--- config.mk ---
export PLATFORM = sky130hd
export DESIGN_NAME = ising_ring_spin_flip_update_core
export DESIGN_NICKNAME = d
export VERILOG_FILES = /design/src/hdl/isr_pkg.sv /design/src/hdl/ising_ring_spin_flip_update_core.sv /design/src/hdl/isr_ram.sv
export SDC_FILE = /design/constraint.sdc
export NUM_CORES = 2
export LEC_CHECK = 0
export BUFFER_PORTS_ARGS = -buffer_cell sky130_fd_sc_hd__buf_2
export CAP_MARGIN = 40
export CORE_AREA = 3 3 376 378
export CTS_BUF_LIST = sky130_fd_sc_hd__clkbuf_16
export CTS_CLUSTER_DIAMETER = 200
export DETAILED_ROUTE_END_ITERATION = 12
export DIE_AREA = 0 0 379 381
export SETUP_SLACK_MARGIN = 0.4
export SYNTH_ARGS = -nofsm -noshare
export SYNTH_HDL_FRONTEND = slang
export SYNTH_HIERARCHICAL = 1
export SYNTH_SLANG_ARGS = --single-unit
--- constraint.sdc ---
create_clock -name i_clk -period 30.7 [get_ports i_clk]
set_input_delay 0 -clock i_clk [delete_from_list [all_inputs] [get_ports i_clk]]
set_output_delay 0 -clock i_clk [all_outputs]
set_load 0.005 [all_outputs]
--- src/hdl/isr_pkg.sv ---
// Shared types and constants of the Ising ring spin-flip update core.
package isr_pkg;

    localparam int SITE_W = 10;
    localparam int RND_W  = 16;
    localparam int THR_W  = 17;
    localparam int OUT_W  = 12;
    localparam int CNT_W  = 32;
    localparam int CFG_IDX_W = 3;
    localparam int IN_DATA_W  = 32;
    localparam int OUT_DATA_W = 96;

    typedef enum logic [1:0] {
        OP_ATTEMPT = 2'd0,
        OP_LOAD    = 2'd1,
        OP_CLEAR   = 2'd2,
        OP_NOP     = 2'd3
    } t_op;

    typedef enum logic [CFG_IDX_W-1:0] {
        REG_GIBBS     = 3'd0,
        REG_THR_DN_N2 = 3'd1,
        REG_THR_DN_Z  = 3'd2,
        REG_THR_DN_P2 = 3'd3,
        REG_THR_UP_N2 = 3'd4,
        REG_THR_UP_Z  = 3'd5,
        REG_THR_UP_P2 = 3'd6,
        REG_NONE      = 3'd7
    } t_reg_idx;

    typedef enum logic [2:0] {
        S_CLEAR,
        S_IDLE,
        S_RD_SITE,
        S_RD_LEFT,
        S_RD_RIGHT,
        S_RD_LAST,
        S_EXEC
    } t_state;

    localparam logic [THR_W-1:0] THR_RESET = 17'd32768;

endpackage

--- src/hdl/ising_ring_spin_flip_update_core.sv ---
// Top level of the Ising ring single-spin-flip update core.
// The ring of NUM_SPINS one-bit spins lives in a single-read-port RAM. After reset a
// clearing pass writes every spin to -1, during which no word is accepted (configuration
// writes are taken). Each word then passes accept, three reads (site, left and right
// neighbor) through the one RAM read port, a wait for the last read, and an execute state
// that writes a flipped spin back and loads the result, held while the output stalls. The
// next word is accepted in the cycle after execute; a result waits in the output register.
module ising_ring_spin_flip_update_core #(
    parameter int NUM_SPINS = 1024
) (
    input  logic                              i_clk,
    input  logic                              i_rst_n,
    // configuration
    input  logic                              i_cfg_wr_en,
    input  logic [isr_pkg::CFG_IDX_W-1:0]     i_cfg_index,
    input  logic [isr_pkg::THR_W-1:0]         i_cfg_wdata,
    // input words
    input  logic                              i_s_axis_tvalid,
    output logic                              o_s_axis_tready,
    // tdata: site[9:0], random_value[25:10], load_value[26], zero fill
    input  logic [isr_pkg::IN_DATA_W-1:0]     i_s_axis_tdata,
    // tuser: op[1:0]
    input  logic [1:0]                        i_s_axis_tuser,
    // result words
    output logic                              o_m_axis_tvalid,
    input  logic                              i_m_axis_tready,
    // tdata: flipped[0], spin_after[1], bond_sum[13:2], magnetization[25:14],
    //        attempted_count[57:26], accepted_count[89:58], zero fill
    output logic [isr_pkg::OUT_DATA_W-1:0]    o_m_axis_tdata
);

    localparam int AW = $clog2(NUM_SPINS);
    localparam int TW = $clog2(NUM_SPINS + 1) + 2;
    localparam int EW = (TW > isr_pkg::OUT_W) ? TW : isr_pkg::OUT_W;
    localparam logic [AW-1:0] LAST_ADDR = AW'(NUM_SPINS - 1);
    localparam logic signed [TW-1:0] BOND_RST = TW'(NUM_SPINS);
    localparam logic signed [TW-1:0] MAG_RST  = TW'(-NUM_SPINS);
    localparam logic signed [TW-1:0] STEP2 = TW'(2);
    localparam logic signed [TW-1:0] STEP4 = TW'(4);
    localparam logic signed [EW-1:0] SAT_HI = EW'(2047);
    localparam logic signed [EW-1:0] SAT_LO = EW'(-2048);
    localparam logic [isr_pkg::CNT_W-1:0] CNT_MAX = '1;

    // configuration registers
    logic                        r_gibbs;
    logic [isr_pkg::THR_W-1:0]   r_thr [6];

    always_ff @(posedge i_clk) begin
        if (!i_rst_n) begin
            r_gibbs <= 1'b0;
            for (int k = 0; k < 6; k++) begin
                r_thr[k] <= isr_pkg::THR_RESET;
            end
        end else if (i_cfg_wr_en) begin
            unique case (isr_pkg::t_reg_idx'(i_cfg_index))
                isr_pkg::REG_GIBBS:     r_gibbs  <= i_cfg_wdata[0];
                isr_pkg::REG_THR_DN_N2: r_thr[0] <= i_cfg_wdata;
                isr_pkg::REG_THR_DN_Z:  r_thr[1] <= i_cfg_wdata;
                isr_pkg::REG_THR_DN_P2: r_thr[2] <= i_cfg_wdata;
                isr_pkg::REG_THR_UP_N2: r_thr[3] <= i_cfg_wdata;
                isr_pkg::REG_THR_UP_Z:  r_thr[4] <= i_cfg_wdata;
                isr_pkg::REG_THR_UP_P2: r_thr[5] <= i_cfg_wdata;
                default: ;
            endcase
        end
    end

    // sequencer
    isr_pkg::t_state r_state, n_state;
    logic [AW-1:0]   r_clr_addr;
    logic            w_accept;
    logic            w_go;

    assign w_accept = i_s_axis_tvalid && o_s_axis_tready;
    assign w_go     = (r_state == isr_pkg::S_EXEC) && (!o_m_axis_tvalid || i_m_axis_tready);

    always_comb begin
        n_state = r_state;
        unique case (r_state)
            isr_pkg::S_CLEAR:    if (r_clr_addr == LAST_ADDR) n_state = isr_pkg::S_IDLE;
            isr_pkg::S_IDLE:     if (w_accept) n_state = isr_pkg::S_RD_SITE;
            isr_pkg::S_RD_SITE:  n_state = isr_pkg::S_RD_LEFT;
            isr_pkg::S_RD_LEFT:  n_state = isr_pkg::S_RD_RIGHT;
            isr_pkg::S_RD_RIGHT: n_state = isr_pkg::S_RD_LAST;
            isr_pkg::S_RD_LAST:  n_state = isr_pkg::S_EXEC;
            isr_pkg::S_EXEC:     if (w_go) n_state = isr_pkg::S_IDLE;
            default:             n_state = isr_pkg::S_IDLE;
        endcase
    end

    always_ff @(posedge i_clk) begin
        if (!i_rst_n) begin
            r_state    <= isr_pkg::S_CLEAR;
            r_clr_addr <= '0;
        end else begin
            r_state <= n_state;
            if (r_state == isr_pkg::S_CLEAR) begin
                r_clr_addr <= r_clr_addr + AW'(1);
            end
        end
    end

    // captured word
    isr_pkg::t_op            r_op;
    logic [isr_pkg::RND_W-1:0] r_rnd;
    logic                    r_ld;
    logic                    r_valid;
    logic [AW-1:0]           r_addr, r_left, r_right;
    logic                    r_s, r_l, r_r;

    logic [isr_pkg::SITE_W-1:0] w_site;
    logic                       w_site_ok;
    logic [AW-1:0]              w_addr;

    assign w_site    = i_s_axis_tdata[9:0];
    assign w_site_ok = 32'(w_site) < NUM_SPINS;
    assign w_addr    = w_site_ok ? AW'(w_site) : '0;

    // spin memory
    logic          w_ram_we;
    logic [AW-1:0] w_ram_waddr;
    logic          w_ram_wdata;
    logic [AW-1:0] w_ram_raddr;
    logic          w_ram_rdata;

    isr_ram #(
        .WIDTH (1),
        .DEPTH (NUM_SPINS)
    ) u_spin_ram (
        .i_clk   (i_clk),
        .i_we    (w_ram_we),
        .i_waddr (w_ram_waddr),
        .i_wdata (w_ram_wdata),
        .i_raddr (w_ram_raddr),
        .o_rdata (w_ram_rdata)
    );

    // execute logic
    logic [1:0]                w_cls;
    logic [isr_pkg::THR_W-1:0] w_thr;
    logic                      w_flip;
    logic                      w_attempt;

    assign w_cls = {1'b0, r_l} + {1'b0, r_r};

    always_comb begin
        case ({r_s, w_cls})
            3'b000:  w_thr = r_thr[0];
            3'b001:  w_thr = r_thr[1];
            3'b010:  w_thr = r_thr[2];
            3'b100:  w_thr = r_thr[3];
            3'b101:  w_thr = r_thr[4];
            3'b110:  w_thr = r_thr[5];
            default: w_thr = r_thr[0];
        endcase
    end

    always_comb begin
        w_flip = 1'b0;
        if (r_valid) begin
            if (r_op == isr_pkg::OP_ATTEMPT) begin
                w_flip = {1'b0, r_rnd} < w_thr;
            end else if (r_op == isr_pkg::OP_LOAD) begin
                w_flip = r_s != r_ld;
            end
        end
    end

    assign w_attempt = r_valid && (r_op == isr_pkg::OP_ATTEMPT);

    // output decode of the sequencer
    always_comb begin
        o_s_axis_tready = 1'b0;
        w_ram_raddr     = r_addr;
        w_ram_we        = 1'b0;
        w_ram_waddr     = r_addr;
        w_ram_wdata     = ~r_s;
        unique case (r_state)
            isr_pkg::S_CLEAR: begin
                w_ram_we    = 1'b1;
                w_ram_waddr = r_clr_addr;
                w_ram_wdata = 1'b0;
            end
            isr_pkg::S_IDLE:     o_s_axis_tready = 1'b1;
            isr_pkg::S_RD_SITE:  w_ram_raddr = r_addr;
            isr_pkg::S_RD_LEFT:  w_ram_raddr = r_left;
            isr_pkg::S_RD_RIGHT: w_ram_raddr = r_right;
            isr_pkg::S_RD_LAST:  w_ram_raddr = r_addr;
            isr_pkg::S_EXEC:     w_ram_we = w_go && w_flip;
            default: ;
        endcase
    end

    always_ff @(posedge i_clk) begin
        if (w_accept) begin
            r_op    <= isr_pkg::t_op'(i_s_axis_tuser);
            r_rnd   <= i_s_axis_tdata[25:10];
            r_ld    <= i_s_axis_tdata[26];
            r_valid <= w_site_ok;
            r_addr  <= w_addr;
            r_left  <= (w_addr == '0) ? LAST_ADDR : w_addr - AW'(1);
            r_right <= (w_addr == LAST_ADDR) ? '0 : w_addr + AW'(1);
        end
        if (r_state == isr_pkg::S_RD_LEFT)  r_s <= w_ram_rdata;
        if (r_state == isr_pkg::S_RD_RIGHT) r_l <= w_ram_rdata;
        if (r_state == isr_pkg::S_RD_LAST)  r_r <= w_ram_rdata;
    end

    // totals and counters
    logic signed [TW-1:0]      r_bond, r_mag, n_bond, n_mag;
    logic [isr_pkg::CNT_W-1:0] r_att, r_acc, n_att, n_acc;

    always_comb begin
        n_bond = r_bond;
        n_mag  = r_mag;
        n_att  = r_att;
        n_acc  = r_acc;
        if (w_flip) begin
            n_mag = r_s ? r_mag - STEP2 : r_mag + STEP2;
            if (w_cls == 2'd0) begin
                n_bond = r_s ? r_bond + STEP4 : r_bond - STEP4;
            end else if (w_cls == 2'd2) begin
                n_bond = r_s ? r_bond - STEP4 : r_bond + STEP4;
            end
        end
        if (r_op == isr_pkg::OP_CLEAR) begin
            n_att = '0;
            n_acc = '0;
        end else if (w_attempt) begin
            if (r_att != CNT_MAX) n_att = r_att + 1'b1;
            if ((r_gibbs || w_flip) && r_acc != CNT_MAX) n_acc = r_acc + 1'b1;
        end
    end

    always_ff @(posedge i_clk) begin
        if (!i_rst_n) begin
            r_bond <= BOND_RST;
            r_mag  <= MAG_RST;
            r_att  <= '0;
            r_acc  <= '0;
        end else if (w_go) begin
            r_bond <= n_bond;
            r_mag  <= n_mag;
            r_att  <= n_att;
            r_acc  <= n_acc;
        end
    end

    // result register
    logic signed [EW-1:0]        w_bond_ext, w_mag_ext;
    logic [isr_pkg::OUT_W-1:0]   w_bond_sat, w_mag_sat;
    logic                        r_out_valid;
    logic [isr_pkg::OUT_DATA_W-1:0] r_out_data;

    assign w_bond_ext = EW'(n_bond);
    assign w_mag_ext  = EW'(n_mag);
    assign w_bond_sat = (w_bond_ext > SAT_HI) ? isr_pkg::OUT_W'(SAT_HI) :
                        (w_bond_ext < SAT_LO) ? isr_pkg::OUT_W'(SAT_LO) :
                        w_bond_ext[isr_pkg::OUT_W-1:0];
    assign w_mag_sat  = (w_mag_ext > SAT_HI) ? isr_pkg::OUT_W'(SAT_HI) :
                        (w_mag_ext < SAT_LO) ? isr_pkg::OUT_W'(SAT_LO) :
                        w_mag_ext[isr_pkg::OUT_W-1:0];

    always_ff @(posedge i_clk) begin
        if (!i_rst_n) begin
            r_out_valid <= 1'b0;
        end else if (w_go) begin
            r_out_valid <= 1'b1;
        end else if (i_m_axis_tready) begin
            r_out_valid <= 1'b0;
        end
    end

    always_ff @(posedge i_clk) begin
        if (w_go) begin
            r_out_data <= {6'd0, n_acc, n_att, w_mag_sat, w_bond_sat,
                           r_valid & (r_s ^ w_flip), w_flip};
        end
    end

    assign o_m_axis_tvalid = r_out_valid;
    assign o_m_axis_tdata  = r_out_data;

    // checks
    a_ram_write_state: assert property (@(posedge i_clk) disable iff (!i_rst_n)
        w_ram_we |-> (r_state == isr_pkg::S_CLEAR || r_state == isr_pkg::S_EXEC))
        else $error("spin RAM written outside clear or execute");

    a_result_from_exec: assert property (@(posedge i_clk) disable iff (!i_rst_n)
        $rose(r_out_valid) |-> $past(r_state) == isr_pkg::S_EXEC)
        else $error("result word without an execute cycle");

    a_mag_parity: assert property (@(posedge i_clk) disable iff (!i_rst_n)
        r_mag[0] == BOND_RST[0])
        else $error("magnetization parity broken");

    a_bond_mod4: assert property (@(posedge i_clk) disable iff (!i_rst_n)
        r_bond[1:0] == BOND_RST[1:0])
        else $error("bond sum not congruent to ring size mod 4");

    a_acc_le_att: assert property (@(posedge i_clk) disable iff (!i_rst_n)
        r_acc <= r_att)
        else $error("accepted count above attempted count");

endmodule

--- src/hdl/isr_ram.sv ---
// Generic synchronous RAM, one write port and one registered read port.
module isr_ram #(
    parameter int WIDTH = 1,
    parameter int DEPTH = 1024
) (
    input  logic                     i_clk,
    input  logic                     i_we,
    input  logic [$clog2(DEPTH)-1:0] i_waddr,
    input  logic [WIDTH-1:0]         i_wdata,
    input  logic [$clog2(DEPTH)-1:0] i_raddr,
    output logic [WIDTH-1:0]         o_rdata
);

    logic [WIDTH-1:0] r_mem [DEPTH];
    logic [WIDTH-1:0] r_rdata;

    always_ff @(posedge i_clk) begin
        if (i_we) begin
            r_mem[i_waddr] <= i_wdata;
        end
        r_rdata <= r_mem[i_raddr];
    end

    assign o_rdata = r_rdata;

endmodule

==> flow_metrics.env <==
export IMPL_synth_ff_type="edfxtp_1"
export IMPL_antenna_found_initial=2
export IMPL_grt_pass1_vias=38894
export IMPL_gp_congestion=0.8235
export IMPL_chipWidth_um=379
export IMPL_synth_seq_cells=1370
export IMPL_drtIter0Drc=4294
export IMPL_io_buffers=145
export IMPL_path_max_fanout=54
export IMPL_synthDominantCellAreaShare_pct=61.38
export IMPL_yosysMostFrequentCell="edfxtp_1"
export IMPL_yosysTopAreaCell="edfxtp_1"
export IMPL_multi_input_area_um2=20090
export IMPL_start_kind="flop"
export IMPL_syn_avg_cell_area_um2=13.02
export IMPL_drt_vias_per_instance=5.854
export IMPL_max_slew_margin_pct=36.60
export IMPL_synth_area_um2=61980
export IMPL_area_sequential_um2=40110
export IMPL_avgRoutedWirePerCell_um=24.24
export IMPL_synth_cell_type_count=96
export IMPL_fin_crit_ps=7253
export IMPL_worst_ep_required_time_ps=31160
export IMPL_ir_drop_uv=53.16
export IMPL_p_per_area_nw_per_um2=53.20
export IMPL_finalHoldViolCount=0
export IMPL_post_route_period_util_pct=23.63
export IMPL_setup_viol=0
export IMPL_power_mw=3.740
export IMPL_final_antenna_net_count=0
export IMPL_area_growth_pct=13.40
export IMPL_path_class="flop to flop"
export IMPL_clk_pin_slew_ps=60
export IMPL_nNetsFinal=4985
export IMPL_rsz0062_at_grt="no"
export IMPL_critical_path_arrival_ps=7710
export IMPL_cts_tree="yes"
export IMPL_cts_setup_buffers=0
export IMPL_hp_class="primary input to flop"
export IMPL_status="finished, final reports clean"
export IMPL_drt_total_wl_mm=164.8
export IMPL_fill_cells=11832
export IMPL_drv_slew=0
export IMPL_fin_cells=6799
export IMPL_grt_pass1_wl_mm=246.5
export IMPL_cts_root_buf="clkbuf_16"
export IMPL_route_detailed_drc=0
export IMPL_worst_pin_slew_ps=950.9
export IMPL_place_hpwl_mm=92.98
export IMPL_finClkSkew_ps=30.31
export IMPL_grt_max_degree=107
export IMPL_grt_ovfl_total=0
export IMPL_vias=39802
export IMPL_fmax_mhz=137.9
export IMPL_placed_cells_incl_taps=6455
export IMPL_netlist_instances=4762
export IMPL_ys_top_cells_by_count="1267 x edfxtp_1, 1185 x nor2_1, 261 x nand2_1"
export IMPL_grt_usage_pct=22.70
export IMPL_clockBufferDepth=3
export IMPL_hold_ws_ps=78.49
export IMPL_ys_seq_area_share_pct=64.71
export IMPL_synth_edff_count=1267
export IMPL_maxCapViolations=0
export IMPL_firstDrtPassIters=6
export IMPL_cts_buffers_inserted=146
export IMPL_dieArea_um2=144400
export IMPL_start_util_pct=44.97
export IMPL_p_leak_nw=23.97
export IMPL_synthTopCellsByArea="edfxtp_1 61%, mux4_2 7.3%, nor2_1 7.2%"
export IMPL_die_h_um=381
export IMPL_layout_drive_gt1_share_pct=16.40
export IMPL_yosysWarnings=6
export IMPL_htree_levels=4
export IMPL_worstSkewPairLatency_ps=780
export IMPL_crit_path_end_kind="flop"
export IMPL_async_reset_ff_share_pct=0
export IMPL_core_area_um2=137800
export IMPL_setup_tns_final_ps=0
export IMPL_ios=157
export IMPL_core_rowCount=136
export IMPL_cts_sinks=1370
[cells by family after synthesis]
logic type / after synthesis / synth area share [%]
adder cells (fa/ha/maj): 51 / 0.9972
AND/OR/NAND/NOR: 1931 / 13.58
XOR/XNOR: 110 / 1.609
flip-flops: 1370 / 64.71
AO/OA/AOI/OAI: 466 / 4.946
other: 1 / 0.006050
multiplexers: 395 / 10.89
buffers and inverters: 438 / 3.264
[cell type report]
cell class                      instances  share of cell area [%]
Clock inverter                        109                  0.9648
Timing Repair Buffer                  377                   4.648
Clock buffer                          150                   5.340
Antenna cell                            4                 0.01424
Inverter                               36                  0.1958
Tap cell                             1794                   3.194
Sequential cell                      1370                   57.06
Multi-Input combinational cell       2959                   28.58
[through the flow]
stage               setup WS [ps]  instance area (um2)  utilization [%]
finish                      23450                70290            50.99
global route                23130                70280            50.99
CTS                         23550                70280            50.99
detailed placement          23600                65030            47.18
global placement            23670                64080            46.49
floorplan                    1029                62000                -
[timing repair]
| action | in CTS | in global routing |
|---|---|---|
| gates resized for setup | 0 | 0 |
| hold buffers | 81 | 0 |
| hold endpoints to repair | 287 | 0 |
[sequential cells by signal, indices dropped and copies added, names as in the netlist, 11 cells and up]
name,flops
r_att,32
r_thr,102
r_acc,32
r_bond,11
r_rnd,16
r_mag,12
u_spin_ram/r_mem,1024
o_m_axis_tdata,89
[worst paths after layout]
kind | startpoint | to | slack [ps] | cells past startpoint
max | r_s | u_spin_ram/r_mem[505] | 23450 | 14
min | i_s_axis_tdata[5] | r_addr[5] | 80 | 2
min reg2reg | r_mag[9] | r_mag[9] | 470 | 2
max reg2reg | r_s | u_spin_ram/r_mem[505] | 23450 | 14
[layer usage]
metal  up-vias  global-route usage (%)  part of all wire (%)
met5         -                       0                     0
met2      1549                   36.80                    48
li1      17730                       -                     -
met3       293                   3.979                   8.0
met4         0                   7.627                   2.9
met1     20230                   31.02                    41
[cell usage in the layout (no fill, tap or decap), types with 31 or more instances in the layout]
cell              n
xor2_1           62
clkbuf_16       150
nand4_1          47
nand2_1         250
dfxtp_1         103
or3_1            31
nor2_1         1183
ha_1             35
a21oi_1         109
dlygate4sd3_1    81
mux2i_1         129
a22oi_1          33
mux2_2           51
edfxtp_1       1267
o221ai_1         49
nor3_1           50
buf_4           106
o21ai_0          97
and2_1          116
buf_2           147
xnor2_1          45
mux4_2          200
inv_1            81
nand3_1          72
[report_power, final]
group,switching [mW],internal [mW],total (mW)
combinational,0.0409,0.0203,0.0612
sequential,0.00267,2.02,2.02
clock,0.729,0.926,1.65
total,0.772,2.97,3.74
[critical path, cell delays in order, from the launching register on]
cell,delay [ps]
edfxtp_1,350
buf_4,370
and2_1,290
or3_1,680
o21ai_0,680
ha_1,400
a21oi_1,180
nand3_1,230
o211ai_1,380
o21ai_0,280
nor4_2,500
or2_2,830
nand3_2,900
buf_4,570
nor2_1,200
(Power assumes the default switching activity.)
